**config.mk**
```make
export PLATFORM = sky130hd
export DESIGN_NAME = pcr_udiv
export DESIGN_NICKNAME = d
export VERILOG_FILES = /design/src/rtl/core/assert_macros.svh /design/src/rtl/core/pcr_pkg.sv /design/src/rtl/core/pcr_udiv.sv
export SDC_FILE = /design/constraint.sdc
export NUM_CORES = 2
export LEC_CHECK = 0
export BUFFER_PORTS_ARGS = -buffer_cell sky130_fd_sc_hd__buf_2
export CORE_MARGIN = 2
export CORE_UTILIZATION = 40
export DETAILED_ROUTE_END_ITERATION = 8
export GPL_TIMING_DRIVEN = 0
export SLEW_MARGIN = 20
export SYNTH_ARGS = -nofsm -noshare
export SYNTH_HDL_FRONTEND = slang
export SYNTH_SLANG_ARGS = --single-unit
```
**constraint.sdc**
```tcl
create_clock -name i_clk -period 14.3 [get_ports i_clk]
set_input_delay 2.145 -clock i_clk [delete_from_list [all_inputs] [get_ports i_clk]]
set_output_delay 2.145 -clock i_clk [all_outputs]
set_load 0.01 [all_outputs]
```
**src/rtl/core/assert_macros.svh**
```systemverilog
// Assertion macros shared by the collision resolve core
`ifndef ASSERT_MACROS_SVH
`define ASSERT_MACROS_SVH
`ifndef SYNTH
// clocked check, off while reset is held
`define PCR_ASSERT(lbl, clk, rst_n, prop, msg) \
    lbl: assert property (@(posedge clk) disable iff (!rst_n) prop) else $error(msg);
// clocked check that also holds through reset
`define PCR_ASSERT_ALWAYS(lbl, clk, prop, msg) \
    lbl: assert property (@(posedge clk) prop) else $error(msg);
`else
`define PCR_ASSERT(lbl, clk, rst_n, prop, msg)
`define PCR_ASSERT_ALWAYS(lbl, clk, prop, msg)
`endif
`endif

```
**src/rtl/core/pcr_pkg.sv**
```systemverilog
// Shared widths, stage map, types and helpers of the collision resolve core
package pcr_pkg;
    localparam int FIELD_W    = 24;
    localparam int FRAC_BITS  = 8;
    localparam int U_FRAC     = 16;
    localparam int PUSH_SH    = U_FRAC - FRAC_BITS;
    localparam int PUSH_HALF  = (2 ** PUSH_SH) / 2;
    localparam int D_W        = FIELD_W + 1;
    localparam int SQ_W       = 2 * D_W;
    localparam int SUM_W      = SQ_W + 1;
    localparam int SQ_IN_W    = SUM_W + 1;
    localparam int ROOT_W     = SQ_IN_W / 2;
    localparam int Q_W        = U_FRAC + 1;
    localparam int U_W        = Q_W + 1;
    localparam int PR_W       = D_W + U_W;
    localparam int P_W        = PR_W + 1;
    localparam int PU_W       = P_W + U_W;
    localparam int RND_SH     = 2 * U_FRAC;
    localparam int DL_W       = PU_W - RND_SH + 1;
    localparam int SAT_W      = 32;

    localparam int SQ_STEPS   = ROOT_W;
    localparam int SQ_STAGES  = (SQ_STEPS + 1) / 2;
    localparam int DIV_STEPS  = Q_W;
    localparam int DIV_STAGES = (DIV_STEPS + 1) / 2;

    localparam int ST_IN   = 0;
    localparam int ST_ABS  = 1;
    localparam int ST_NRM1 = 2;
    localparam int ST_NRM2 = 3;
    localparam int ST_SQR  = 4;
    localparam int ST_SUM  = 5;
    localparam int ST_SQ0  = 6;
    localparam int ST_SQL  = ST_SQ0 + SQ_STAGES - 1;
    localparam int ST_DV0  = ST_SQL + 1;
    localparam int ST_DVL  = ST_DV0 + DIV_STAGES - 1;
    localparam int ST_U    = ST_DVL + 1;
    localparam int ST_PRD  = ST_U + 1;
    localparam int ST_P    = ST_PRD + 1;
    localparam int ST_PU   = ST_P + 1;
    localparam int ST_RND  = ST_PU + 1;
    localparam int ST_OUT  = ST_RND + 1;
    localparam int NSTG    = ST_OUT + 1;

    typedef logic signed [FIELD_W-1:0] t_field;

    typedef struct packed {
        t_field                 a_pos_x;
        t_field                 a_pos_y;
        t_field                 a_vel_x;
        t_field                 a_vel_y;
        t_field                 b_pos_x;
        t_field                 b_pos_y;
        t_field                 b_vel_x;
        t_field                 b_vel_y;
        logic                   zero;
        logic                   sgn_x;
        logic                   sgn_y;
        logic [D_W-1:0]         nx;
        logic [D_W-1:0]         ny;
        logic signed [U_W-1:0]  ux;
        logic signed [U_W-1:0]  uy;
    } t_side;

    function automatic t_field sat_fld(logic signed [SAT_W-1:0] v);
        logic signed [SAT_W-1:0] hi;
        logic signed [SAT_W-1:0] lo;
        hi = SAT_W'((2 ** (FIELD_W - 1)) - 1);
        lo = -SAT_W'(2 ** (FIELD_W - 1));
        if (v > hi) begin
            return t_field'(hi);
        end else if (v < lo) begin
            return t_field'(lo);
        end
        return v[FIELD_W-1:0];
    endfunction
endpackage

```
**src/rtl/core/pcr_udiv.sv**
```systemverilog
// Pipelined restoring divider: (num << U_FRAC) / den, two quotient bits per stage, one in the last
module pcr_udiv (
    input  logic                            i_clk,
    input  logic [pcr_pkg::DIV_STAGES-1:0]  i_en,
    input  logic [pcr_pkg::D_W-1:0]         i_num,
    input  logic [pcr_pkg::ROOT_W-1:0]      i_den,
    output logic [pcr_pkg::Q_W-1:0]         o_quo
);
    import pcr_pkg::*;

    localparam int REM_W = ROOT_W + 1;

    logic [REM_W-1:0]  r_rem [DIV_STAGES];
    logic [Q_W-1:0]    r_quo [DIV_STAGES];
    logic [ROOT_W-1:0] r_den [DIV_STAGES];
    logic              r_lsb [DIV_STAGES];
    logic [REM_W-1:0]  n_rem [DIV_STAGES];
    logic [Q_W-1:0]    n_quo [DIV_STAGES];

    always_comb begin
        logic [REM_W-1:0]  rem;
        logic [REM_W-1:0]  rem_sh;
        logic [Q_W-1:0]    quo;
        logic [ROOT_W-1:0] den;
        logic              lsb;
        for (int s = 0; s < DIV_STAGES; s++) begin
            if (s == 0) begin
                rem = REM_W'(i_num >> 1);
                quo = '0;
                den = i_den;
                lsb = i_num[0];
            end else begin
                rem = r_rem[s-1];
                quo = r_quo[s-1];
                den = r_den[s-1];
                lsb = r_lsb[s-1];
            end
            for (int j = 0; j < 2; j++) begin
                if (2 * s + j < DIV_STEPS) begin
                    // only the first step pulls in a live numerator bit
                    rem_sh = {rem[REM_W-2:0], (2 * s + j == 0) ? lsb : 1'b0};
                    if (rem_sh >= {1'b0, den}) begin
                        rem = rem_sh - {1'b0, den};
                        quo = {quo[Q_W-2:0], 1'b1};
                    end else begin
                        rem = rem_sh;
                        quo = {quo[Q_W-2:0], 1'b0};
                    end
                end
            end
            n_rem[s] = rem;
            n_quo[s] = quo;
        end
    end

    always_ff @(posedge i_clk) begin
        for (int s = 0; s < DIV_STAGES; s++) begin
            if (i_en[s]) begin
                r_rem[s] <= n_rem[s];
                r_quo[s] <= n_quo[s];
                r_den[s] <= (s == 0) ? i_den : r_den[s-1];
                r_lsb[s] <= (s == 0) ? i_num[0] : r_lsb[s-1];
            end
        end
    end

    assign o_quo = r_quo[DIV_STAGES-1];
endmodule
```
== Word level (Yosys, flattened, before mapping) ==
Memories as Yosys holds them, arrays and structs flattened.
Cells that the tools add are included.
Word-level totals
  register bits after elaboration: 0
  memory bits (writable): 630
  input bits: 61
  output and inout bits: 17
  logic and storage cells: 89
  memories: 3
Memories
  r_rem: depth 9, width 27, read ports 8, clocked after Yosys merged registers in 0, write ports 9, line pcr_udiv.sv:13  | logic [REM_W-1:0] r_rem [DIV_STAGES];
  r_den: depth 9, width 26, read ports 8, clocked after Yosys merged registers in 0, write ports 9, line pcr_udiv.sv:15  | logic [ROOT_W-1:0] r_den [DIV_STAGES];
  r_quo: depth 9, width 17, read ports 9, clocked after Yosys merged registers in 0, write ports 9, line pcr_udiv.sv:14  | logic [Q_W-1:0] r_quo [DIV_STAGES];
Cells by class
  add/sub/neg operators: 17
  magnitude comparators: 17
  muxes and demuxes: 52
Operators by type and width (number)
  $ge 27x26->1: 16
  $mux 27: 9
  $sub 27x26->27: 9
  $mux 26: 8
  $sub 26x26->26: 7
  $mux 1: 35
  $ge 25x26->1: 1
  $sub 25x26->26: 1

== Longest topological paths before layout ==
An unclocked memory read counts as a cell.
  depth in word-level cells: 5
  gate-level depth with buffers: 28
  depth with buffers taken out: 25

== Worst setup path after synthesis ==
No wires, ideal clock.
  path kind: input -> register
  from: in i_num[0] in the netlist's numbering
  to: mem r_rem[0][21] in the netlist's numbering (data pin)
  setup time: 0.260 ns
  arrival: 7.325 ns
  data required time: 14.040 ns
  slack: 6.715 ns
  stages: 28
  path buffers: 3
  cell sequence: inv_1 -> ha_1 -> inv_1 -> fa_1 -> a211oi_1 -> o211a_1 -> o31ai_1 -> a22oi_1 -> a21oi_1 -> nor2b_1 -> o221ai_1 -> clkbuf_1 -> nor2_1 -> a21oi_1 -> inv_1 -> ha_1 -> nor2b_1 -> o21ai_0 -> a21oi_1 -> o31ai_1 -> a211o_1 -> a31oi_1 -> o21ai_0 -> a21oi_1 -> and3b_1 -> buf_2 -> clkbuf_1 -> mux2_2
RTL lines
  from (decl): line pcr_udiv.sv:5  | input logic [pcr_pkg::D_W-1:0] i_num,
  to (decl): line pcr_udiv.sv:13

==> run_results.csv <==
group,metric,value,unit
grt,grt_pass1_wl,170.8,mm
floorplanning,die_w,323.3,um
critical_path,start_kind,"input pin",
final_layout,nNetsFinal,4826,
synth,synth_top_area_share,37.18,%
detailed_routing,drc_errors,0,
floorplanning,fp.coreArea,0.1014,mm^2
synth,synth_common_cells,"edfxtp_1 (505), ha_1 (433), inv_1 (333)",
detailed_routing,vias,31815,
floorplanning,ios,78,
worst_hold_path,hold_class,"flip-flop to flip-flop",
sta,tightest_slew,1130,ps
detailed_routing,viasPerCell,5.547,
run,max-cap-violations,0,
floorplanning,die-area,0.1045,mm^2
grt,grt_pass1_vias,30126,
floorplanning,num_rows,117,
critical_path,path_class,"input pin to flip-flop",
cts,cts_buffer_depth,3,
critical_path,slowest_stage,"clkbuf_1",
sta,rsz0062_at_grt,"false",
final_layout,layout-drive-gt1-share,9.711,%
status,status,"finished clean",
grt,grt_use_total,20.91,%
detailed_routing,ant_nets,0,
cts,htree_levels,2,
sta,final.setup_skew,30.16,ps
synth,ys_seq_elements,505,
sta,setup_viol,0,
sta,setup-tns-final,0,ps
grt,grt_max_degree,61,
detailed_routing,wl_per_cell,19.36,um
cts,clock_latency,640,ps
synth,synth_seq_area_share,37.18,%
grt,overflow,0,
synth,synthFlopType,"edfxtp_1",
synth,async_reset_ff_share,0,%
critical_path,critPathTopFamily,"compound AO/OA/AOI/OAI gates",
critical_path,crit_path_frequent_cell,"a21oi_1",
cts,cts_buffers,55,
grt,grt_use_met1,28.56,%
synth,synthTopCellsByArea,"edfxtp_1 (37%), ha_1 (13%), mux2_2 (5.2%)",
synth,synth_largest_area_cell,"edfxtp_1",
placed_design,dp_hpwl,90.03,mm
sta,hold_violations,0,
grt,grt.busiest_layer,"met2",
floorplanning,die_h,323.3,um
sta,drv_slew,0,
cts,root_buffer,"clkbuf_16",
synth,syn_area_per_cell,9.747,um^2
cts,clk_pin_slew_worst_paths,60,ps
critical_path,cp_data_arrival_time,9320,ps
sta,period_needed,8950,ps
placed_design,gp_congestion,0.9332,
cts,clock-sinks,505,
detailed_routing,dr.pass1.iters,5,
detailed_routing,wirelength,111.0,mm
grt,use_met3,2.717,%
sta,fin_crit_sh,62.58,%
synth,synth_nets,4688,
synth,synth_edf_count,505,
critical_path,endpoint_kind,"flip-flop",
critical_path,cpPeakStageDelay,660,ps
critical_path,cp_num_buf_inv,6,
critical_path,crit_fanout,10,
critical_path,crit_required,14670,ps
detailed_routing,drt_iter0_drc,2609,
grt,use_met2,34.50,%
synth,syn_area,0.04079,mm^2
final_layout,area_delta_synth_final,9.935,%
grt,antenna_found_initial,3,
cts,hold_buffers,0,
sta,slew_headroom,22.71,%
synth,synth_most_common_cell,"edfxtp_1",
cts,post_cts_buffers,0,
synth,synth_cell_types,87,
cts,cts_tree,"done",
sta,timing.fmax,0.1117,GHz
placed_design,io_buffers,77,
cts,ctsResizeCount,0,
synth,synthCells,4185,
synth,yosysWarnings,0,
floorplanning,initial_core_util,40.21,%
sequential cells by signal, indices dropped and copies added, names as in the netlist:
register,cells
r_den,208
r_quo,89
r_rem,208
worst reg2reg max path, stage by stage (launching register included):
cell and delay (ps):
edfxtp_1 520, inv_1 110, ha_1 310, nor2b_1 150, o31a_1 300, o31ai_2 320
a31oi_1 240, o21a_1 240, o31ai_2 370, clkbuf_1 500, clkbuf_1 540, nand2_1 140
o31ai_1 160, ha_1 380, and4_1 250, and2_1 190, a22oi_1 260, nand4_1 170
a31o_2 290, o21a_1 200, o21ai_0 500, nand2_1 360, clkbuf_1 360, mux2_2 370
area by class of cell:
| class | count | area, um^2 |
|---|---|---|
| antenna | 2 | 5.005 |
| multi-input combinational | 3272 | 24040 |
| clock inverter | 43 | 436.7 |
| clock buffer | 57 | 1384 |
| timing repair buffer | 81 | 515.5 |
| fill | 9777 | 56610 |
| inverter | 339 | 1272 |
| sequential | 505 | 15160 |
| buffer | 69 | 316.6 |
| tap | 1368 | 1712 |
kinds of logic after synthesis:
kind of cell / share of synthesized area, %
XOR/XNOR: 6.892
AND/OR/NAND/NOR: 12.13
buffers and inverters: 3.896
adder cells (fa/ha/maj): 13.72
flip-flops: 37.18
AO/OA/AOI/OAI: 20.05
multiplexers: 6.126
placed cells by master (no fill, tap or decap), drive strengths merged, types with 16 or more instances in the layout:
| master | n |
|---|---|
| edfxtp | 505 |
| ha | 433 |
| inv | 341 |
| a21oi | 323 |
| nand2 | 303 |
| o21ai | 290 |
| nor2 | 266 |
| mux2 | 205 |
| xnor2 | 199 |
| a21o | 169 |
| xor2 | 122 |
| buf | 105 |
| clkbuf | 102 |
| o21a | 91 |
| nand3 | 69 |
| nor3 | 67 |
| nor2b | 59 |
| nand4 | 52 |
| nand2b | 51 |
| o31ai | 46 |
| a31oi | 45 |
| a211oi | 42 |
| and2 | 35 |
| o21bai | 34 |
| clkinv | 27 |
| and3 | 25 |
| or3 | 23 |
| a21boi | 23 |
| o211ai | 21 |
| o31a | 21 |
| mux2i | 19 |
| nor4 | 18 |
| a211o | 18 |
| and4 | 16 |
| a2111oi | 16 |
path summary, 6_finish.rpt:
path	start	end	slack, ps	depth (start not counted)
max	i_den[0]	r_rem[0][21]	5350	28
min	r_quo[3][0]	r_quo[4][2]	400	0
max reg2reg	r_den[0][105]	r_rem[0][144]	6810	23
min reg2reg	r_quo[3][0]	r_quo[4][2]	400	0
per-layer routing:
metal  up-vias  share of wire [%]
met4         0                2.8
met2       745                 46
li1      15907                  -
met5         -                  0
met1     15021                 46
met3       142                5.1
per-stage QoR:
step	util (%)	hold WS (ps)	cell area, um^2	worst slack, ps	cells
after CTS	44.20	399.4	44840	5512	5734
after floorplan	-	400.3	40790	6715	4185
after global placement	42.28	400.7	42890	4864	5630
after global routing	44.20	416.8	44840	4774	5735
after detailed placement	42.40	404.5	43020	4873	5634
final	44.20	400.0	44840	5350	5736
Power is left out: the tool's default activity adds up to more than one toggle a clock period on the data nets, which glitch-free logic cannot reach.
