**src/rtl/core/assert_macros.svh**
```systemverilog
// Assertion macros shared by the collision resolve core
`ifndef ASSERT_MACROS_SVH
`define ASSERT_MACROS_SVH
`ifndef SYNTH
// clocked check, off while reset is held
`define PCR_ASSERT(lbl, clk, rst_n, prop, msg) \
    lbl: assert property (@(posedge clk) disable iff (!rst_n) prop) else $error(msg);
// clocked check that also holds through reset
`define PCR_ASSERT_ALWAYS(lbl, clk, prop, msg) \
    lbl: assert property (@(posedge clk) prop) else $error(msg);
`else
`define PCR_ASSERT(lbl, clk, rst_n, prop, msg)
`define PCR_ASSERT_ALWAYS(lbl, clk, prop, msg)
`endif
`endif

```
**src/rtl/core/pcr_pkg.sv**
```systemverilog
// Shared widths, stage map, types and helpers of the collision resolve core
package pcr_pkg;
    localparam int FIELD_W    = 24;
    localparam int FRAC_BITS  = 8;
    localparam int U_FRAC     = 16;
    localparam int PUSH_SH    = U_FRAC - FRAC_BITS;
    localparam int PUSH_HALF  = (2 ** PUSH_SH) / 2;
    localparam int D_W        = FIELD_W + 1;
    localparam int SQ_W       = 2 * D_W;
    localparam int SUM_W      = SQ_W + 1;
    localparam int SQ_IN_W    = SUM_W + 1;
    localparam int ROOT_W     = SQ_IN_W / 2;
    localparam int Q_W        = U_FRAC + 1;
    localparam int U_W        = Q_W + 1;
    localparam int PR_W       = D_W + U_W;
    localparam int P_W        = PR_W + 1;
    localparam int PU_W       = P_W + U_W;
    localparam int RND_SH     = 2 * U_FRAC;
    localparam int DL_W       = PU_W - RND_SH + 1;
    localparam int SAT_W      = 32;

    localparam int SQ_STEPS   = ROOT_W;
    localparam int SQ_STAGES  = (SQ_STEPS + 1) / 2;
    localparam int DIV_STEPS  = Q_W;
    localparam int DIV_STAGES = (DIV_STEPS + 1) / 2;

    localparam int ST_IN   = 0;
    localparam int ST_ABS  = 1;
    localparam int ST_NRM1 = 2;
    localparam int ST_NRM2 = 3;
    localparam int ST_SQR  = 4;
    localparam int ST_SUM  = 5;
    localparam int ST_SQ0  = 6;
    localparam int ST_SQL  = ST_SQ0 + SQ_STAGES - 1;
    localparam int ST_DV0  = ST_SQL + 1;
    localparam int ST_DVL  = ST_DV0 + DIV_STAGES - 1;
    localparam int ST_U    = ST_DVL + 1;
    localparam int ST_PRD  = ST_U + 1;
    localparam int ST_P    = ST_PRD + 1;
    localparam int ST_PU   = ST_P + 1;
    localparam int ST_RND  = ST_PU + 1;
    localparam int ST_OUT  = ST_RND + 1;
    localparam int NSTG    = ST_OUT + 1;

    typedef logic signed [FIELD_W-1:0] t_field;

    typedef struct packed {
        t_field                 a_pos_x;
        t_field                 a_pos_y;
        t_field                 a_vel_x;
        t_field                 a_vel_y;
        t_field                 b_pos_x;
        t_field                 b_pos_y;
        t_field                 b_vel_x;
        t_field                 b_vel_y;
        logic                   zero;
        logic                   sgn_x;
        logic                   sgn_y;
        logic [D_W-1:0]         nx;
        logic [D_W-1:0]         ny;
        logic signed [U_W-1:0]  ux;
        logic signed [U_W-1:0]  uy;
    } t_side;

    function automatic t_field sat_fld(logic signed [SAT_W-1:0] v);
        logic signed [SAT_W-1:0] hi;
        logic signed [SAT_W-1:0] lo;
        hi = SAT_W'((2 ** (FIELD_W - 1)) - 1);
        lo = -SAT_W'(2 ** (FIELD_W - 1));
        if (v > hi) begin
            return t_field'(hi);
        end else if (v < lo) begin
            return t_field'(lo);
        end
        return v[FIELD_W-1:0];
    endfunction
endpackage

```
**src/rtl/core/pcr_isqrt.sv**
```systemverilog
// Pipelined integer square root, two result bits per stage
module pcr_isqrt (
    input  logic                           i_clk,
    input  logic [pcr_pkg::SQ_STAGES-1:0]  i_en,
    input  logic [pcr_pkg::SQ_IN_W-1:0]    i_rad,
    output logic [pcr_pkg::ROOT_W-1:0]     o_root
);
    import pcr_pkg::*;

    localparam int REM_W = ROOT_W + 4;

    logic [REM_W-1:0]   r_rem  [SQ_STAGES];
    logic [ROOT_W-1:0]  r_root [SQ_STAGES];
    logic [SQ_IN_W-1:0] r_rad  [SQ_STAGES];
    logic [REM_W-1:0]   n_rem  [SQ_STAGES];
    logic [ROOT_W-1:0]  n_root [SQ_STAGES];
    logic [SQ_IN_W-1:0] n_rad  [SQ_STAGES];

    always_comb begin
        logic [REM_W-1:0]   rem;
        logic [REM_W-1:0]   rem_sh;
        logic [REM_W-1:0]   trial;
        logic [ROOT_W-1:0]  root;
        logic [SQ_IN_W-1:0] rad;
        for (int s = 0; s < SQ_STAGES; s++) begin
            if (s == 0) begin
                rem  = '0;
                root = '0;
                rad  = i_rad;
            end else begin
                rem  = r_rem[s-1];
                root = r_root[s-1];
                rad  = r_rad[s-1];
            end
            for (int j = 0; j < 2; j++) begin
                rem_sh = {rem[REM_W-3:0], rad[SQ_IN_W-1 -: 2]};
                trial  = {{(REM_W-ROOT_W-2){1'b0}}, root, 2'b01};
                if (rem_sh >= trial) begin
                    rem  = rem_sh - trial;
                    root = {root[ROOT_W-2:0], 1'b1};
                end else begin
                    rem  = rem_sh;
                    root = {root[ROOT_W-2:0], 1'b0};
                end
                rad = rad << 2;
            end
            n_rem[s]  = rem;
            n_root[s] = root;
            n_rad[s]  = rad;
        end
    end

    always_ff @(posedge i_clk) begin
        for (int s = 0; s < SQ_STAGES; s++) begin
            if (i_en[s]) begin
                r_rem[s]  <= n_rem[s];
                r_root[s] <= n_root[s];
                r_rad[s]  <= n_rad[s];
            end
        end
    end

    assign o_root = r_root[SQ_STAGES-1];
endmodule

```
**config.mk**
```make
export PLATFORM = sky130hd
export DESIGN_NAME = pcr_isqrt
export DESIGN_NICKNAME = d
export VERILOG_FILES = /design/src/rtl/core/assert_macros.svh /design/src/rtl/core/pcr_pkg.sv /design/src/rtl/core/pcr_isqrt.sv
export SDC_FILE = /design/constraint.sdc
export NUM_CORES = 2
export LEC_CHECK = 0
export ABC_AREA = 1
export BUFFER_PORTS_ARGS = -buffer_cell sky130_fd_sc_hd__buf_2
export CAP_MARGIN = 10
export CORE_ASPECT_RATIO = 1.25
export CORE_UTILIZATION = 45
export CTS_CLUSTER_DIAMETER = 150
export CTS_CLUSTER_SIZE = 30
export DETAILED_ROUTE_END_ITERATION = 10
export GPL_ROUTABILITY_DRIVEN = 1
export HOLD_SLACK_MARGIN = 0.02
export RECOVER_POWER = 100
export SLEW_MARGIN = 25
export SYNTH_ARGS = -nofsm -noshare
export SYNTH_HDL_FRONTEND = slang
export SYNTH_SLANG_ARGS = --single-unit
```
**constraint.sdc**
```tcl
create_clock -name i_clk -period 4.5 [get_ports i_clk]
set_input_delay 0.45 -clock i_clk [delete_from_list [all_inputs] [get_ports i_clk]]
set_output_delay 0.45 -clock i_clk [all_outputs]
set_load 0.03 [all_outputs]
```
### After elaboration in Yosys (flattened, before gate mapping)

Memory sizes are Yosys's and may differ from the RTL's.
Index checks and enable logic that the tools add are counted.

| word-level totals | value |
|---|---|
| bits in registers | 0 |
| latch bits | 0 |
| RAM bits | 1352 |
| ROM bits | 0 |
| input port bits | 66 |
| logic and storage cells | 133 |
| memories | 3 |

Memory list:

| name | words | bits a word | rd ports | clocked after memory_dff | wr ports | line | text |
|---|---|---|---|---|---|---|---|
| r_rad | 13 | 48 | 12 | 0 | 13 | pcr_isqrt.sv:14 | `logic [SQ_IN_W-1:0] r_rad [SQ_STAGES];` |
| r_rem | 13 | 30 | 12 | 0 | 13 | pcr_isqrt.sv:12 | `logic [REM_W-1:0] r_rem [SQ_STAGES];` |
| r_root | 13 | 26 | 13 | 0 | 13 | pcr_isqrt.sv:13 | `logic [ROOT_W-1:0] r_root [SQ_STAGES];` |

| operators by class | value |
|---|---|
| add/subtract/negate cells | 26 |
| multipliers | 0 |
| div/mod/pow operators | 0 |
| order comparisons | 26 |
| equal/unequal tests | 0 |
| shift-type cells | 0 |
| multiplexer cells | 78 |
| bitwise logic cells | 0 |
| reduce and logical (&&, ||, !) cells | 0 |

Operators by type and width:

| cell | count |
|---|---|
| $ge A30 B28 Y1 | 24 |
| $mux W30 | 13 |
| $mux W28 | 13 |
| $sub A30 B28 Y30 | 12 |
| $sub A28 B28 Y28 | 12 |
| $mux W1 | 52 |
| $ge A30 B3 Y1 | 1 |
| $sub A30 B3 Y30 | 1 |
| $sub A2 B1 Y3 const B | 1 |
| $ge A2 B1 Y1 const B | 1 |

### Longest topological paths before layout

An unclocked memory read counts as a cell.

| depth | value |
|---|---|
| word-level depth | 5 |
| gate-level depth with buffers | 33 |
| depth with buffers taken out | 30 |

### Least setup slack after synthesis

Ideal clock, no wire load.

| timing | value |
|---|---|
| path kind | register to register |
| start | mem r_root[0][169] (netlist bit) |
| end | mem r_rem[1][102] (netlist bit), data pin |
| arrival time | 3.762 ns |
| data required time | 4.248 ns |
| setup slack | 0.485 ns |
| cell stages (with the launch flop) | 32 |
| buffers on the path | 4 |
| path through | edfxtp_1 inv_1 ha_1 a21oi_1 nand2_1 nor2_2 nand2_1 nor2_2 nand2_2 buf_6 buf_6 inv_1 buf_1 nand2_1 o21ai_0 ha_1 nand2_1 nor2_1 inv_1 nor2_1 nand3_1 inv_1 nand4_1 nor2_1 nand2_1 nor2_1 nor2_2 nand2_4 inv_4 buf_6 nand2_1 nand2_1 |

RTL lines:

| element | line |
|---|---|
| from (decl) | pcr_isqrt.sv:13 |
| to (decl) | pcr_isqrt.sv:12 |

==> results.txt <==
The routed wire length on met3 is slightly above 7000 um. Synthesis instantiated 69 different standard cells from the library. The number of remaining DRC errors came out at 0. Adding up every negative setup slack in the final design gives 0 ns. The number of levels the H-tree was split into is 1. The total routed wire length on the met1 layer is about 85000 um. The HPWL after detailed placement came out at around 170000 um. The share of the yosys chip area belonging to registers came out at between 30% and 40%. In this run the tightest slew margin relative to its limit is -139%. The final clock skew is around 0.034 ns.

The site row count is about 150. The synthesized area is 0.0620 mm^2. The number of global-route vias before repair was between 50000 and 60000. The post-synthesis area per instance is between 7 and 8 um^2. Power comes to ~35 mW. The run finished, with violations left.

The post-route netlist has 12.3% of its cells at a drive strength greater than 1. The relative area change from synthesis to final layout is 15.0%. In this run the worst hold path is classified as in -> reg. The checks that failed: capacitance limit, slew limit.

The total of fill cells in the finished design came out at 13600. The worst hold path was traced through 2 stages. In this run the count of I/O pins placed on the die edge is 92.

The adder and majority gate portion of the synthesized area is approximately 7.6%. VDD sags by at most 0.000384 V. The max-slew violation total from the final report came out at 721. For this run, the leading register cell type out of synthesis is edfxtp_1. The placeable core area is roughly 0.14 mm^2. The final period demand of the worst path came out at 4.31 ns. The initial antenna violation count came out at 0.

The quantity of I/O buffers inserted on ports came out at a little over 90. The worst setup path is of the reg -> reg kind. The synthesis-stage register bit count is approximately 810. The simple-gate area share of the yosys netlist came out at 32.1%. The share of the synthesized area in compound gates (AO/OA/AOI/OAI) came out at under 10%.

Max-cap violations in this run came to 21. For the worst-skew pair, the clock arrives at the later sink with an insertion delay of 0.73 ns. The aggregate global-route resource usage came out at between 20% and 30%. The largest net degree at the start of global routing came out at between 60 and 70. The total overflow reported by the global router is 0. The global-route wire length before repair is between 300000 and 400000 um. Across all layers, the routed design uses about 57000 vias. The worst setup path is launched from a flop. The width of the die came out at around 330 um. Setup violations remaining at the end of the flow were counted as 0. The detailed-routed wire length on met2 came out at between 100000 and 150000 um.

In the synthesized netlist, mux cells make up 0.0161% of the area. Leaving out fill and tap cells, the most frequent cells in the layout are 2728 x nand2_1, 1208 x inv_1, 813 x edfxtp_1. The number of iterations in the first detailed-routing pass came out at 5. CTS placed an instance of clkbuf_16 at the clock tree root. The number of warning messages in the yosys log is 0. Timing would allow up to between 200 and 250 MHz. The number of flops mapped to enable cells by yosys came out at just over 800. The count of nets left with antenna violations after detail routing came out at 0. The synthesized netlist cell count is approximately 8400.

The number of failing hold endpoints at the final stage is 0. Data on the critical path is required at its endpoint by 4.96 ns. The count of inserted antenna diode cells came out at 0. The type of destination of the critical path is a flop. Routability-driven placement finished with a final weighted congestion of approximately 0.97. In this run, the number of DRC markers left after iteration 0 of detailed routing was between 3000 and 4000.

Dividing the detail-routed via count by the number of cells gives 5.16. The share of the clock period used by the worst path is between 90% and 100%. The arrival time of the worst setup path came out at 4.78 ns. The floorplan die area came out at 0.139 mm^2. Once the floorplan was initialized, standard cells occupied between 40% and 50% of the core. The wire length reported by the detailed router came out at 201000 um. The async set or reset register ratio after synthesis is 0%.

For flop-to-flop paths, the worst setup slack is between 0.15 and 0.2 ns. The measured slew at the worst slew-check pin is about 3.6 ns. Leaving out fill and tap cells, the most frequent cell in the layout is nand2_1. After synthesis, the largest family of logic cells by area is simple AND/OR/NAND/NOR gates. The post-layout net count came out at ~9600. TritonCTS built the clock tree. The post-route cell area is 0.0713 mm^2. The clock net in this run drives a total of about 810 sinks.

The maximum root-to-sink buffer count came out at 3. Signal routing reaches up to met4. The placed instances occupy a cell area of between 0.06 and 0.07 mm^2. The die extent in y is 417 um. The routed wire length per instance came out at approximately 18 um. For the worst flop-to-flop path, the logic depth is 23. The clock-pin slew on the worst setup and hold paths is between 0.1 and 0.15 ns.

The total power divided by cell area came out at approximately 480 mW/mm^2. Along the worst path, the maximum fanout reaches 13. The xor and xnor fraction of the mapped netlist area is under 10%.

The total clock buffers created by CTS is 31. The reported leakage power is 33.3 nW.
routing by layer:
metal	track usage (%)	vias to the layer above
met5	0	-
met4	10.6	0
met3	1.66	319
met2	51.0	1298
met1	35.1	26200
li1	-	28800
state kept, by name (all words and copies together), names as in the netlist:
signal	cells
r_rem	319
r_rad	312
r_root	182
cell type report:
class	count	area, um^2	share of cell area, %
multi-input cells	6259	33300	46.6
clock inverters	6	82.6	0.116
repair buffers	783	5780	8.10
well taps	1836	2300	3.22
flip-flops and latches	813	24400	34.2
clock buffers	31	776	1.09
inverters	1250	4710	6.61
synth_stat cells (22+ instances only):
master    count  share of area (%)
nand2_2      49               0.49
nor2_4       24               0.44
a31oi_1      33               0.33
nor3_1      112               0.90
buf_6        31               0.56
nand4_1     158                1.6
nand3_1     561                4.5
nand3_2      27               0.44
inv_1      1216                7.4
or2_2        24               0.24
nand3b_1     31               0.38
nand2_1    2744                 17
xnor2_1     120                1.7
edfxtp_1    813                 39
clkbuf_1     28               0.17
ha_1        375                7.6
o21a_1       26               0.31
nor2_1      804                4.9
o21bai_1     30               0.36
buf_2        22               0.18
inv_2        28               0.17
a21oi_1     397                3.2
o21ai_0     322                2.6
nor2_2       55               0.55
a21oi_2      22               0.31
xor2_1      184                2.6
final timing paths:
| kind | startpoint | endpoint |
|---|---|---|
| max | r_root[0][111]$_DFFE_PP_ | r_rem[1][30]$_DFFE_PP_ |
| min | i_rad[48] | r_rem[0][0]$_DFFE_PP_ |
| max reg2reg | r_root[0][111]$_DFFE_PP_ | r_rem[1][30]$_DFFE_PP_ |
| min reg2reg | r_rad[2][136]$_DFFE_PP_ | r_rad[2][188]$_DFFE_PP_ |
logic make-up (layout without fill, tap and decap cells):
group                      after synthesis  in the layout
muxes                                    1              1
adders and majority gates              375            375
and+or+nand+nor                       4664           4668
DFF                                    813            813
AOI/OAI and AO/OA                      907            907
other                                    1              3
buffers and inverters                 1344           2070
xor gates and xnor gates               305            305
power breakdown:
| part | leakage, nW | total, mW | switching (mW) | internal, mW |
|---|---|---|---|---|
| combinational | 25.1 | 19.7 | 12.3 | 7.50 |
| sequential | 7.79 | 11.1 | 1.09 | 10.0 |
| clock | 0.415 | 3.68 | 2.36 | 1.32 |
| total | 33.3 | 34.5 | 15.7 | 18.8 |
timing repair:
action	4_1_cts	5_1_grt
resized for setup	8	233
pin swaps	2	11
buffers inserted	3	44
cloned	1	3
hold endpoints to repair	49	0
endpoints found under the setup margin	32	230
hold buffers	49	0
worst max-delay path, stage by stage (launching register included):
cell,delay (ns)
edfxtp_1,0.55
inv_1,0.13
ha_1,0.37
nand2_1,0.12
nor2_1,0.18
nand3_1,0.13
nor2_1,0.11
nand3_1,0.14
nand2_2,0.20
nor2_4,0.10
nand2_1,0.06
o21ai_0,0.15
ha_1,0.36
nand2_1,0.13
nor2_2,0.21
nand3_1,0.08
or2_2,0.35
nor2_1,0.16
nor2_2,0.07
nand2_1,0.10
nor2_4,0.06
buf_4,0.18
nand2_1,0.07
nand2_1,0.06
metrics by stage:
stage               instances  utilization, %  hold WS, ns  setup slack (ns)
floorplan                8412               -        0.400             0.485
global placement        10800            50.5        0.400            -0.287
detailed placement      10800            50.5        0.405            -0.211
CTS                     10900            51.5       0.0331           0.00560
global route            11000            52.4       0.0649           -0.0222
finish                  11000            52.4       0.0824             0.186
Note: power is estimated with default switching activity, not from simulation.
